==> src/rtl/qvr_pkg.sv <==
// Shared types and widths for the quaternion vector rotation pipeline.
// No dependencies; compiled first.
`default_nettype none

package qvr_pkg;

	localparam int unsigned FIELD_W    = 16;
	// p * conj(q): products of two fields, sums of three products
	localparam int unsigned PROD1_W    = 2 * FIELD_W;
	localparam int unsigned MID_W      = PROD1_W + 1;
	// q * mid: field times mid, sums of four products
	localparam int unsigned PROD2_W    = FIELD_W + MID_W;
	localparam int unsigned RES_W      = PROD2_W + 2;
	localparam int unsigned FRAC_SHIFT = 2 * (FIELD_W - 2);
	localparam int unsigned RQ_W       = RES_W - FRAC_SHIFT;
	localparam int unsigned NSTG       = 5;
	localparam int unsigned NPROD      = 12;

	localparam logic signed [FIELD_W-1:0] OUT_MAX = {1'b0, {(FIELD_W-1){1'b1}}};
	localparam logic signed [FIELD_W-1:0] OUT_MIN = {1'b1, {(FIELD_W-1){1'b0}}};

	typedef logic signed [FIELD_W-1:0] fld_t;
	typedef logic signed [PROD1_W-1:0] prod1_t;
	typedef logic signed [MID_W-1:0]   mid_t;
	typedef logic signed [PROD2_W-1:0] prod2_t;
	typedef logic signed [RES_W-1:0]   res_t;

	typedef struct packed {
		fld_t w;
		fld_t x;
		fld_t y;
		fld_t z;
	} quat_t;

	// per-stage load enables from the pipeline control
	typedef struct packed {
		logic [NSTG-1:0] en;
	} pipe_ctl_t;

endpackage

`default_nettype wire

==> src/rtl/qvr_ctrl.sv <==
// Pipeline valid bits and per-stage load enables (bubbles collapse).
// Depends on qvr_pkg.
`default_nettype none

module qvr_ctrl import qvr_pkg::*; (
	input  logic      clk,
	input  logic      arst_n,
	input  logic      in_valid,
	output logic      in_ready,
	input  logic      out_ready,
	output logic      out_valid,
	output pipe_ctl_t ctl
);

	logic [NSTG-1:0] vld_q;

	// a stage loads when empty or when its content moves on
	always_comb begin
		ctl.en[NSTG-1] = !vld_q[NSTG-1] || out_ready;
		for (int k = NSTG - 2; k >= 0; k--) begin
			ctl.en[k] = !vld_q[k] || ctl.en[k+1];
		end
	end

	always_ff @(posedge clk or negedge arst_n) begin
		if (!arst_n) begin
			vld_q <= '0;
		end else begin
			if (ctl.en[0]) begin
				vld_q[0] <= in_valid;
			end
			for (int k = 1; k < NSTG; k++) begin
				if (ctl.en[k]) begin
					vld_q[k] <= vld_q[k-1];
				end
			end
		end
	end

	assign in_ready  = ctl.en[0];
	assign out_valid = vld_q[NSTG-1];

endmodule

`default_nettype wire

==> config.mk <==
export PLATFORM = sky130hd
export DESIGN_NAME = qvr_ctrl
export DESIGN_NICKNAME = d
export VERILOG_FILES = /design/src/rtl/qvr_pkg.sv /design/src/rtl/qvr_ctrl.sv
export SDC_FILE = /design/constraint.sdc
export NUM_CORES = 1
export LEC_CHECK = 0
export BUFFER_PORTS_ARGS = -buffer_cell sky130_fd_sc_hd__clkbuf_2
export CORE_AREA = 2 2 39 41
export CTS_CLUSTER_SIZE = 14
export DETAILED_ROUTE_END_ITERATION = 7
export DIE_AREA = 0 0 41 43
export GPL_ROUTABILITY_DRIVEN = 0
export GPL_TIMING_DRIVEN = 0
export PLACE_DENSITY = 0.43
export SLEW_MARGIN = 20
export SYNTH_ARGS = -nofsm -noshare
export SYNTH_HDL_FRONTEND = slang
export SYNTH_SLANG_ARGS = --single-unit
==> constraint.sdc <==
create_clock -name clk -period 1.57 [get_ports clk]
set_input_delay 0.3925 -clock clk [delete_from_list [all_inputs] [get_ports clk]]
set_output_delay 0.3925 -clock clk [all_outputs]
set_load 0.02 [all_outputs]
# Word-level counts from Yosys, hierarchy flattened

Index checks and enable logic that the tools add are counted.

Reduce and logical (&&, ||, !) cells: 10

Operator list:

| operator           | number |
|---|---|
| $logic_not A1 Y1   | 5 |
| $logic_or A1 B1 Y1 | 5 |

Register bits after elaboration: 5
Output and inout bits: 7

# Depth between registers and ports, before layout

Depth in word-level cells: 6
Mapped depth: 4

# Least setup slack after synthesis

Ideal clock, no wire load.

Kind: register -> output
From: register vld_q[4]
To: output ctl[0] (netlist name)
Data arrival time: 1.237 ns
Path slack: -0.059 ns
Stages on the path, launching flop included: 5
Buffers on the path: 2
Cells stage by stage: dfrtp_1 -> and4b_1 -> buf_6 -> nand3_1 -> buf_4

Longest elaborated chain between the ends: 6

Ends and longest elaborated chain:

| item                            | line           | RTL |
|---|---|---|
| start, declared                 | qvr_ctrl.sv:15 | `logic [NSTG-1:0] vld_q;` |
| start signal, assigned by index | qvr_ctrl.sv:34 | `vld_q[k] <= vld_q[k-1];` |
| $logic_not A1 Y1                | qvr_ctrl.sv:19 | `ctl.en[NSTG-1] = !vld_q[NSTG-1] \|\| out_ready;` |
| $logic_or A1 B1 Y1              | qvr_ctrl.sv:19 |  |
| $logic_or A1 B1 Y1 (4 in a row) | qvr_ctrl.sv:21 | `ctl.en[k] = !vld_q[k] \|\| ctl.en[k+1];` |
| end, declared                   | qvr_ctrl.sv:12 | `output pipe_ctl_t ctl` |

No other way between the ends.

==> run_results.csv <==
group,metric,value,unit
floorplanning,die_h,43,um
sta,hold_viol,0,
grt,grt_pass1_wl,966,um
floorplanning,pin_count,11,
placed_design,portBuffers,10,
setup_path,cp_max_fo,5,
floorplanning,start_util,15.6,%
detailed_routing,wl_per_cell,11.5,um
finish,multi_input_area,83.8,um2
sta,fin_skew,1.34,ps
sta,rsz0062_at_grt,"true",
pwr,p_per_area,1100,nW/um2
synthesis,ys_warn_count,0,
synthesis,ys_seq_area_share,58.1,%
clock_tree,clk_pin_slew,40,ps
floorplanning,die_w,41,um
finish,largest_reg_flops,5,
floorplanning,core_area,1380,um2
finish,fillers,144,
sta,whs,367,ps
finish,drive_gt1_share,61.1,%
sta,worst_slew_pin_slew,219,ps
detailed_routing,vias,197,
sta,layout_setup_ws,-75.4,ps
run_status,status,"complete, but fails checks",
finish,final_area,397,um2
clock_tree,h-tree-depth,1,
setup_path,cp.arrival,1250,ps
finish,mostFrequentLayoutCells,"clkbuf_2 (6), buf_4 (4), dfrtp_1 (4)",
synthesis,ys_top_cells_by_area,"dfrtp_1 (58%), nand2b_1 (8.7%), buf_6 (5.2%)",
sta,post-route-period-util,105,%
placed_design,dpl-instance-area,287,um2
grt,grt.overflow.total,0,
setup_path,end_kind,"output port",
clock_tree,clkSinkCount,5,
floorplanning,die-area,1760,um2
clock_tree,cts_root_buf,"clkbuf_4",
clock_tree,cts_tree,"yes",
synthesis,ys_ff_latch,5,
detailed_routing,drc_errors,0,
synthesis,yosysTopAreaCell,"dfrtp_1",
finish,n_antenna_cell,0,
placed_design,place_ws,-58.6,ps
synthesis,syn_area_per_cell,12.0,um2
finish,largest_registers,"vld_q (5)",
detailed_routing,antenna_left,0,
synthesis,syn-num-nets,22,
finish,layout.cells.non_filler,52,
grt,antenna_found_initial,0,
min_path,min_path_type,"in -> reg",
finish,fin_util,28.7,%
run_status,violations,"negative setup slack",
sta,min_period,1650,ps
finish,largest-register,"vld_q",
sta,max_freq,608,MHz
setup_path,startpoint_type,"flip-flop",
sta,slew_violations,0,
setup_path,worstPathRequired,1180,ps
pwr,peakVddDrop,0.619,mV
synthesis,syn-cell-area,215,um2
detailed_routing,drt_first_pass_iters,2,
floorplanning,num_rows,14,
detailed_routing,drt_iter0_markers,1,
finish,layout.nets,41,
detailed_routing,post_drt_via_cell_ratio,3.79,
pwr,p_leak,0.181,nW
sta,fin_tns_setup,-151,ps
setup_path,path_class,"reg -> out",
finish,layout_commonest_cell,"clkbuf_2",
setup_path,r2r_setup_slack,420,ps
clock_tree,insertion_delay,240,ps
placed_design,place_hpwl,365,um
grt,track_usage,8.87,%
synthesis,synth_cells,18,
synthesis,synth_top_area_share,58.1,%
pwr,p_total,0.437,mW
clock_tree,cts.path.max_buffers,2,
grt,grt_max_degree,6,
placed_design,place_inst,44,
flow_run,maxCapViolations,0,
finish,syn2layout_area_growth,84.3,%
sta,slew_headroom,85.4,%
grt,grt_pass1_vias,232,
clock_tree,numCtsBuffers,3,
sta,setup_viol,2,
detailed_routing,wl,600,um
synthesis,yosysUniqueCellTypes,12,
finish,regArea,126,um2
==> synth_stat cells <==
| cell | n |
|---|---|
| dfrtp_1 | 5 |
| buf_4 | 1 |
| nand3b_1 | 1 |
| nand2_1 | 1 |
| inv_1 | 1 |
| and4b_1 | 1 |
| or2_1 | 1 |
| a31o_1 | 1 |
| nand2b_1 | 3 |
| buf_6 | 1 |
| a21o_1 | 1 |
| nand3_1 | 1 |
==> per-layer routing <==
metal	part of all wire (%)	routed length, um	vias to the layer above	GRT usage, %
li1	-	-	95	-
met3	14	84	0	9.42
met4	0	0	0	2.00
met2	50	297	11	13.4
met5	0	0	-	0
met1	36	218	91	7.82
==> where the power goes <==
| part | switching [mW] | leakage (nW) | internal, mW |
|---|---|---|---|
| clock network | 0.0507 | 0.0150 | 0.0960 |
| logic | 0.0624 | 0.113 | 0.0692 |
| registers | 0.0142 | 0.0521 | 0.145 |
| total | 0.127 | 0.181 | 0.310 |
==> cell type report <==
type | count | area share, %
repair buffers | 15 | 31.5
inverters | 1 | 0.946
clock buffers | 4 | 6.62
flip-flops and latches | 5 | 31.9
multi-input cells | 10 | 21.1
plain buffers | 1 | 2.84
well taps | 16 | 5.05
==> cells by family after synthesis <==
family | Yosys count | synth area share, %
AOI/OAI and AO/OA | 2 | 7.56
and+or+nand+nor | 8 | 23.8
buffers and inverters | 3 | 10.5
DFF | 5 | 58.1
==> timing repair <==
item                                   CTS  global route
pin swaps                                1             3
hold buffers                             1             0
gates resized for setup                 10             6
endpoints found under the hold margin    5             0
buffers inserted                         2             2
setup endpoints to repair                3             4
==> worst max-delay path, cell delays in order, from the launching register on <==
cell	delay (ps)
dfrtp_2	400
and4b_2	290
buf_4	150
nand2_2	60
buf_8	110
==> worst paths after layout <==
path	start	to	depth (start not counted)
max	vld_q[4]	ctl[1]	4
min	in_valid	vld_q[0]	2
max reg2reg	vld_q[4]	vld_q[2]	3
min reg2reg	vld_q[2]	vld_q[3]	1
max in group asynchronous	arst_n	vld_q[4]	2
min in group asynchronous	arst_n	vld_q[1]	2
Power figures use the tool's default switching activity.
