`src/rtl/qvr_pkg.sv`:
```
// Shared types and widths for the quaternion vector rotation pipeline.
// No dependencies; compiled first.
`default_nettype none

package qvr_pkg;

	localparam int unsigned FIELD_W    = 16;
	// p * conj(q): products of two fields, sums of three products
	localparam int unsigned PROD1_W    = 2 * FIELD_W;
	localparam int unsigned MID_W      = PROD1_W + 1;
	// q * mid: field times mid, sums of four products
	localparam int unsigned PROD2_W    = FIELD_W + MID_W;
	localparam int unsigned RES_W      = PROD2_W + 2;
	localparam int unsigned FRAC_SHIFT = 2 * (FIELD_W - 2);
	localparam int unsigned RQ_W       = RES_W - FRAC_SHIFT;
	localparam int unsigned NSTG       = 5;
	localparam int unsigned NPROD      = 12;

	localparam logic signed [FIELD_W-1:0] OUT_MAX = {1'b0, {(FIELD_W-1){1'b1}}};
	localparam logic signed [FIELD_W-1:0] OUT_MIN = {1'b1, {(FIELD_W-1){1'b0}}};

	typedef logic signed [FIELD_W-1:0] fld_t;
	typedef logic signed [PROD1_W-1:0] prod1_t;
	typedef logic signed [MID_W-1:0]   mid_t;
	typedef logic signed [PROD2_W-1:0] prod2_t;
	typedef logic signed [RES_W-1:0]   res_t;

	typedef struct packed {
		fld_t w;
		fld_t x;
		fld_t y;
		fld_t z;
	} quat_t;

	// per-stage load enables from the pipeline control
	typedef struct packed {
		logic [NSTG-1:0] en;
	} pipe_ctl_t;

endpackage

`default_nettype wire

```
`src/rtl/qvr_rndsat.sv`:
```
// Stage 5: round half up by 2^-28, saturate to 16 bits, flag clipping.
// Depends on qvr_pkg.
`default_nettype none

module qvr_rndsat import qvr_pkg::*; (
	input  logic      clk,
	input  pipe_ctl_t ctl,
	input  res_t      res_s4 [3],
	output fld_t      rot_s5 [3],
	output logic      clip_s5
);

	localparam res_t HALF = RES_W'(1) <<< (FRAC_SHIFT - 1);

	res_t                  rnd   [3];
	logic signed [RQ_W-1:0] quo  [3];
	fld_t                  sat   [3];
	logic [2:0]            ovf;

	always_comb begin
		for (int c = 0; c < 3; c++) begin
			rnd[c] = res_s4[c] + HALF;
			quo[c] = rnd[c][RES_W-1:FRAC_SHIFT];
			if (quo[c] > RQ_W'(OUT_MAX)) begin
				sat[c] = OUT_MAX;
				ovf[c] = 1'b1;
			end else if (quo[c] < RQ_W'(OUT_MIN)) begin
				sat[c] = OUT_MIN;
				ovf[c] = 1'b1;
			end else begin
				sat[c] = quo[c][FIELD_W-1:0];
				ovf[c] = 1'b0;
			end
		end
	end

	always_ff @(posedge clk) begin
		if (ctl.en[4]) begin
			rot_s5  <= sat;
			clip_s5 <= |ovf;
		end
	end

endmodule

`default_nettype wire

```
`config.mk`:
```
export PLATFORM = sky130hd
export DESIGN_NAME = qvr_rndsat
export DESIGN_NICKNAME = d
export VERILOG_FILES = /design/src/rtl/qvr_pkg.sv /design/src/rtl/qvr_rndsat.sv
export SDC_FILE = /design/constraint.sdc
export NUM_CORES = 1
export LEC_CHECK = 0
export BUFFER_PORTS_ARGS = -buffer_cell sky130_fd_sc_hd__buf_2
export CAP_MARGIN = 20
export CORE_MARGIN = 2
export CORE_UTILIZATION = 30
export CTS_CLUSTER_SIZE = 40
export DETAILED_ROUTE_END_ITERATION = 10
export GPL_TIMING_DRIVEN = 0
export PLACE_DENSITY_LB_ADDON = 0.1
export RECOVER_POWER = 100
export REMOVE_ABC_BUFFERS = 1
export SYNTH_ARGS = -nofsm -noshare
export SYNTH_HDL_FRONTEND = slang
export SYNTH_SLANG_ARGS = --single-unit
```
`constraint.sdc`:
```
create_clock -name clk -period 3.8 [get_ports clk]
set_input_delay 0.76 -clock clk [delete_from_list [all_inputs] [get_ports clk]]
set_output_delay 0.76 -clock clk [all_outputs]
set_load 0.005 [all_outputs]
```
* Word level (Yosys, flattened, before mapping)
Cells that the tools add are included.
** Word-level totals
- Memory bits (read-only) :: 0
- Output and inout port bits :: 49
- RAM bits :: 0
- Logic and storage cells :: 23
- Register bits after elaboration :: 49
- Memories :: 0
- Bits in latches :: 0
** Cells by class
- Shift operators :: 0
- Order comparisons :: 6
- Divide/modulo/power cells :: 0
- Eq/ne operators :: 0
- Reduce and logical (&&, ||, !) cells :: 1
- $mul :: 0
- $add $sub $neg :: 3
- Bitwise operators :: 0
- Multiplexer cells :: 9
** Operator list (number)
- $add A51 B29 Y51 const B :: 3
- $gt A23 B16 Y1 const B :: 3
- $lt A23 B16 Y1 const B :: 3
- $mux W16 :: 3
- $mux W1 :: 6
- $reduce_or A3 Y1 :: 1

* Longest topological paths before layout
Gate-level depths: netlist (run 1).
- Word-level depth :: 5
- Depth in mapped cells :: 9
- Depth with buffers taken out :: 7

* Least setup slack after synthesis (run 1)
No wires, ideal clock.
- Kind :: input to register
- Start :: input res_s4[78] (netlist name)
- End :: register clip_s5, data pin
- Arrival :: 2584 ps
- Cell stages on the path :: 7
- Slack :: 945 ps
- Data required time :: 3529 ps
- Buffers on the path :: 0
- Library setup time :: 271 ps
- Cells stage by stage :: ha_1 -> nand4_1 -> or4_1 -> mux2i_1 -> o32a_1 -> a221oi_1 -> nand4_2
** On the way
- Cells in the longest elaborated chain, start to end :: 5
- Elaborated cells between the ends (all ways) :: 6
- Those cells by class :: 1 x add/sub; 2 x order compare; 2 x mux; 1 x reduce/logical
** Ends and longest elaborated chain
- start, declared :: RTL line qvr_rndsat.sv:8 : input res_t res_s4 [3],
- $add A51 B29 Y51 * :: RTL line qvr_rndsat.sv:22 : rnd[c] = res_s4[c] + HALF;
- $lt A23 B16 Y1 :: RTL line qvr_rndsat.sv:27 : end else if (quo[c] < RQ_W'(OUT_MIN)) begin
- $mux W1 :: RTL line qvr_rndsat.sv:27
- $mux W1 * :: RTL line qvr_rndsat.sv:24 : if (quo[c] > RQ_W'(OUT_MAX)) begin
- $reduce_or A3 Y1 * :: RTL line qvr_rndsat.sv:40 : clip_s5 <= |ovf;
- end signal, assigned :: RTL line qvr_rndsat.sv:40
- end, declared :: RTL line qvr_rndsat.sv:10 : output logic clip_s5
Mark *: on every way between the ends. The rest lies on a longest branch, timed or not.
A chain may end at the register's enable or synchronous reset.

* Final worst setup path (run 1)
- Start :: input res_s4[36] (netlist name)
- End :: register rot_s5[3] (netlist name), data pin
** On the way
- Cells in the longest elaborated chain, start to end :: 3
- Elaborated cells between the ends (all ways) :: 4
- Those cells by class :: 1 x add/sub; 2 x order compare; 1 x mux
** Ends and longest elaborated chain
- $add A51 B29 Y51 * :: RTL line qvr_rndsat.sv:22
- $lt A23 B16 Y1 :: RTL line qvr_rndsat.sv:27
- $mux W16 :: RTL line qvr_rndsat.sv:27
- end signal, assigned :: RTL line qvr_rndsat.sv:39 : rot_s5 <= sat;
- end, declared :: RTL line qvr_rndsat.sv:9 : output fld_t rot_s5 [3],
Marks and branches as above.

==> metrics.cfg, run 1 <==
[run_status]
status=finished with violations
failed_checks=capacitance limit, slew limit

[flow_run]
cap_violations=1

[global_routing]
grt_overflow_total=0
grt_max_degree=32
globalRouteTotalUtil=0.144
grt_pass1_wl_um=14600
grt_antenna_before_repair=0
grt_pass1_vias=2996

[synth]
synth_top_area_cell=edfxtp_1
synth_most_common_cell=edfxtp_1
synth_seq_cells=49
synth_ff_type=edfxtp_1
synth_cell_type_count=55
synth_seq_area_share=0.431
synth_area_um2=3410
syn_inst=344
synth.avg_cell_area_um2=9.92
yosys-top-cells-area=edfxtp_1, xnor2_1, xor2_1, o21ai_0, nand3_1
synth_top_area_frac=0.431
synth-edff-count=49
async_reset_ff_frac=0
yosys_warnings=0
synthTopCellsByCount=edfxtp_1, o21ai_0, nand3_1, nand2_1

[clock_network]
cts_setup_buffers=0
cts_root_buf=clkbuf_16
cts_buffer_depth=2
cts_made_buffers=5
cts_max_level=2
numClockSinks=49
cts_tree=built
path_clk_slew_ns=0.07
cts_resized=0
cts_hold_buffers=0

[route]
vias_per_cell=5.11
wire_per_inst_um=14.7
drc=0
drt_iter0_markers=101
drt-total-wl_um=8920
routed-via-count=3098
drtAntennaViolNets=0
drtPass1Iterations=4

[layout]
diodes=0
areaGrowthSynthToFinish_pct=24.1
drive_gt1_frac=0.249
nets=628
final_cells=606

[critical_path]
worst-path-buf-inv=1
crit_family=simple AND/OR/NAND/NOR gates
critical_path.max_stage_delay_ns=0.70
start_kind=primary input
crit_chain=clkbuf_1, nand4_1, or4_1, nor4_1, nor3_1, o31ai_4, o21ai_0
cp_slowest_cell=or4_1
crit_type=primary input to flip-flop
worstPathRequired_ns=3.79
end_kind=flip-flop
critPathArrivalTime_ns=3.28
crit_fanout=16

[power]
peakVddDrop_uv=154
power_density_nw_per_um2=328
leakage_uw=0.00150

[floorplanning]
dieArea_um2=12200
core_area_um2=11000
initial_utilization=0.311
fp.dieW_um=111
io_pins=208
num_rows=38
die_h_um=111

[sta]
rsz0062_at_grt=false
period_minus_slack_ns=3.30
finalSetupViolations=0
worstMarginPinSlew_ns=1.63
finalMaxSlewViolations=32
hold_viol_final=0
max_freq_mhz=303
finalCritPeriodShare=0.868
setup_slack_ns=0.502
maxSlewHeadroom=-0.0860
finalSetupTns_ns=0

[placement]
port_buffers=122
place.gp.congestion=0.834
pre_cts_slack_ns=0.183
dp.cells=598
place_hpwl_um=6940

[min_path]
hold_path.class=primary input to flip-flop
min_to=rot_s5[14]$_SDFFCE_PN1P_
whs_path_depth=3
hp-start=res_s4[42]

-- flip-flops by register name, summed over array words and instances (netlist names) --
| signal | cells |
|---|---|
| rot_s5 | 48 |
| clip_s5 | 1 |
-- tightest hold or removal path, delay by kind of cell --
kind            cells  cell delay (ns)
buf+inv             1             0.10
compound gates      1             0.10
xor+xnor            1             0.08
-- layer usage --
layer  vias to the layer above  GRT usage  part of all wire
met1                      1430      0.189              0.47
met5                         -          0                 0
met3                         8     0.0290             0.053
met4                         0     0.0442             0.015
li1                       1563          -                 -
met2                        97      0.239              0.46
-- cell type report --
cell class,instances,area [um2]
sequential,49,1470
clock buffer,5,125
inverter,8,30.0
tap,140,175
fill,1175,6750
multi-input combinational,278,1820
clock inverter,2,35.0
timing repair buffer,124,584
-- power breakdown --
part,internal (uW),switching [uW]
Combinational,97.2,142
Clock,306,184
Sequential,650,11.7
Total,1050,337
-- worst max-delay path by stage --
stage	slack [ns]	endpoint	startpoint	cells past startpoint
3_3_place_gp	0.23	rot_s5[32]$_SDFFCE_PN1P_	res_s4[129]	8
4_1_cts	0.48	rot_s5[32]$_SDFFCE_PN1P_	res_s4[129]	8
6_report	0.50	rot_s5[3]$_SDFFCE_PN1P_	res_s4[36]	7
5_1_grt	0.27	rot_s5[12]$_SDFFCE_PN1P_	res_s4[36]	7
3_5_place_dp	0.18	rot_s5[32]$_SDFFCE_PN1P_	res_s4[129]	8
2_1_floorplan	0.84	clip_s5$_DFFE_PP_	res_s4[78]	7
-- cells by family after synthesis --
| group | Yosys count | share of synthesized area |
|---|---|---|
| simple gates | 147 | 0.252 |
| compound gates | 79 | 0.152 |
| flops | 49 | 0.431 |
| xor+xnor | 45 | 0.118 |
| buf+inv | 17 | 0.0238 |
| mux | 4 | 0.0121 |
| fa+ha+maj | 3 | 0.0110 |
-- per-stage QoR --
stage	utilization	instance area (um2)	hold slack, ns	power, uW
floorplan	-	3360	0.872	774
finish	0.386	4240	0.862	1390
global route	0.386	4240	0.850	1470
CTS	0.394	4330	0.853	1430
detailed placement	0.379	4170	1.15	926
global placement	0.378	4150	1.15	923
-- cell usage in the layout, fill, tap and decap left out, drive strengths merged, types with 2 or more instances in the layout --
| cell type | synthesis | layout |
|---|---|---|
| xnor2 | 23 | 23 |
| or2 | 3 | 3 |
| and4 | 5 | 5 |
| or4 | 2 | 2 |
| nand2b | 4 | 4 |
| nand2 | 24 | 24 |
| xor2 | 22 | 22 |
| nor3 | 10 | 10 |
| nor4 | 11 | 11 |
| buf | 4 | 93 |
| nor4b | 2 | 2 |
| nand4 | 16 | 16 |
| ha | 3 | 3 |
| inv | 8 | 8 |
| nand4b | 2 | 2 |
| and3 | 10 | 10 |
| mux2i | 3 | 3 |
| clkbuf | 5 | 36 |
| o22ai | 2 | 2 |
| o21ai | 48 | 48 |
| o2111ai | 2 | 2 |
| and2 | 4 | 4 |
| a211oi | 5 | 5 |
| a21oi | 6 | 6 |
| edfxtp | 49 | 49 |
| and4b | 2 | 2 |
| nor2 | 23 | 23 |
| a31oi | 2 | 2 |
| nand3 | 25 | 25 |
| nor3b | 2 | 2 |
| o31ai | 2 | 2 |
| a211o | 2 | 2 |
No activity file was read; power rests on OpenSTA's default activity.
==> run 2: changes to the inputs <==
--- a/config.mk
+++ b/config.mk
@@ -12,7 +12,7 @@
 export CTS_CLUSTER_SIZE = 40
 export DETAILED_ROUTE_END_ITERATION = 10
 export GPL_TIMING_DRIVEN = 0
-export PLACE_DENSITY_LB_ADDON = 0.1
+export PLACE_DENSITY = 0.68
 export RECOVER_POWER = 100
 export REMOVE_ABC_BUFFERS = 1
 export SYNTH_ARGS = -nofsm -noshare
==> metrics.cfg, run 2 (synthesis gave the netlist of run 1 again) <==
[global_routing]
grt_use_met3=0.0350
globalRouteTotalUtil=0.145
gr-max-usage-layer=met2
grt_max_degree=35
use_met1=0.177
grt_antenna_before_repair=0
globalRouteMet2Util=0.252
grt_overflow_total=0
grt_pass1_wl_um=14900
grt_pass1_vias=3057

[sta]
hold_slack_ns=0.860
setup_slack_ns=0.552
finalSetupViolations=0
rsz0062_at_grt=false
finalMaxSlewViolations=35
hold_viol_final=0
period_minus_slack_ns=3.25
max_freq_mhz=308
worstMarginPinSlew_ns=1.84
finalSetupTns_ns=0
maxSlewHeadroom=-0.228
finalCritPeriodShare=0.855

[layout]
diodes=0
largest_reg_flops=48
top_regs=rot_s5: 48 flops, clip_s5: 1 flops
final_cell_mix=buf_2, edfxtp_1, o21ai_0
regArea_um2=1470
fillCellCount=1128
largest-register=rot_s5
nets=628
final_common_cell=buf_2
drive_gt1_frac=0.238
areaGrowthSynthToFinish_pct=23.3
multiInputGateArea_um2=1810
fin_util=0.383
final_cells=607

[critical_path]
crit_type=primary input to flip-flop
critPathArrivalTime_ns=3.26
end_kind=flip-flop
crit_fanout=14
worstPathRequired_ns=3.82
crit_path_start=res_s4[129]
start_kind=primary input

[power]
power_density_nw_per_um2=319
peakVddDrop_uv=170
combPwrFrac=0.177
p_sw_uw=350
leakage_uw=0.00147
p_int_uw=991
netSwitchingFraction=0.261
pwr-share-seq=0.494
clkPwrFrac=0.329

[floorplanning]
core_area_um2=11000
fp.dieW_um=111
io_pins=208
num_rows=38
die_h_um=111
initial_utilization=0.311
dieArea_um2=12200

[placement]
dp.cells=598
place.gp.congestion=0.876
place_hpwl_um=7040
pre_cts_slack_ns=0.159
port_buffers=122

[route]
drc=0
drt-total-wl_um=9000
routed-via-count=3164
drt_iter0_markers=96
drtPass1Iterations=4
vias_per_cell=5.21
drtAntennaViolNets=0
wire_per_inst_um=14.8

[clock_network]
cts_hold_buffers=0
cts_root_buf=clkbuf_16
cts_setup_buffers=0
numClockSinks=49
cts_buffer_depth=2
cts_made_buffers=5
cts_tree=built
cts_resized=0
cts_max_level=2
path_clk_slew_ns=0.07

[run_status]
status=finished with violations
failed_checks=capacitance limit, slew limit

[flow_run]
cap_violations=1

[min_path]
hp-start=res_s4[40]
hold_path.class=primary input to flip-flop

## run 2: changes by cell type in the layout (fill, tap and decap cells not counted), moves of 2 or more
| cell | previous run | this run |
|---|---|---|
| buf_1 | 0 | 2 |
| clkinvlp_4 | 0 | 2 |
| clkbuf_1 | 31 | 33 |
| buf_2 | 92 | 89 |
| o21ai_0 | 42 | 44 |
| o21ai_2 | 3 | 1 |
## run 2: worst max-delay path: stages
cell and delay (ns):
buf_2 0.13, ha_1 0.35, nand2_1 0.14, nor4_1 0.66, o2111a_1 0.29, o22ai_1 0.07, o31ai_1 0.46, buf_4 0.28
o21ai_0 0.12
## run 2: metrics by stage
stage / area [um2] / total power (uW)
after global placement: 4150 / 920
after floorplan: 3360 / 774
after detailed placement: 4170 / 927
after global routing: 4210 / 1420
after CTS: 4310 / 1380
final: 4210 / 1340
## run 2: final cells by class
| cell class | instances | area share |
|---|---|---|
| multi-input combinational | 278 | 0.430 |
| sequential | 49 | 0.350 |
| timing repair buffer | 124 | 0.138 |
| tap | 140 | 0.0416 |
| clock buffer | 6 | 0.0306 |
| inverter | 8 | 0.00713 |
| clock inverter | 2 | 0.00357 |
## run 2: layer usage
metal  vias up  part of all wire
li1       1568                 -
met1      1485              0.43
met2       102              0.49
met3         9             0.064
met4         0             0.016
met5         -                 0
## run 2: path summary, 6_finish.rpt
| check | to | cells past startpoint |
|---|---|---|
| hold / removal | rot_s5[12]$_SDFFCE_PN1P_ | 3 |
| setup / recovery | rot_s5[44]$_SDFFCE_PN1P_ | 9 |
## run 2: power by group through the flow
stage	clock network [uW]	registers (uW)	logic, uW
after CTS	462	661	256
after global placement	0	673	247
after floorplan	0	680	94.1
after detailed placement	0	673	254
after global routing	485	667	268
final	441	662	237
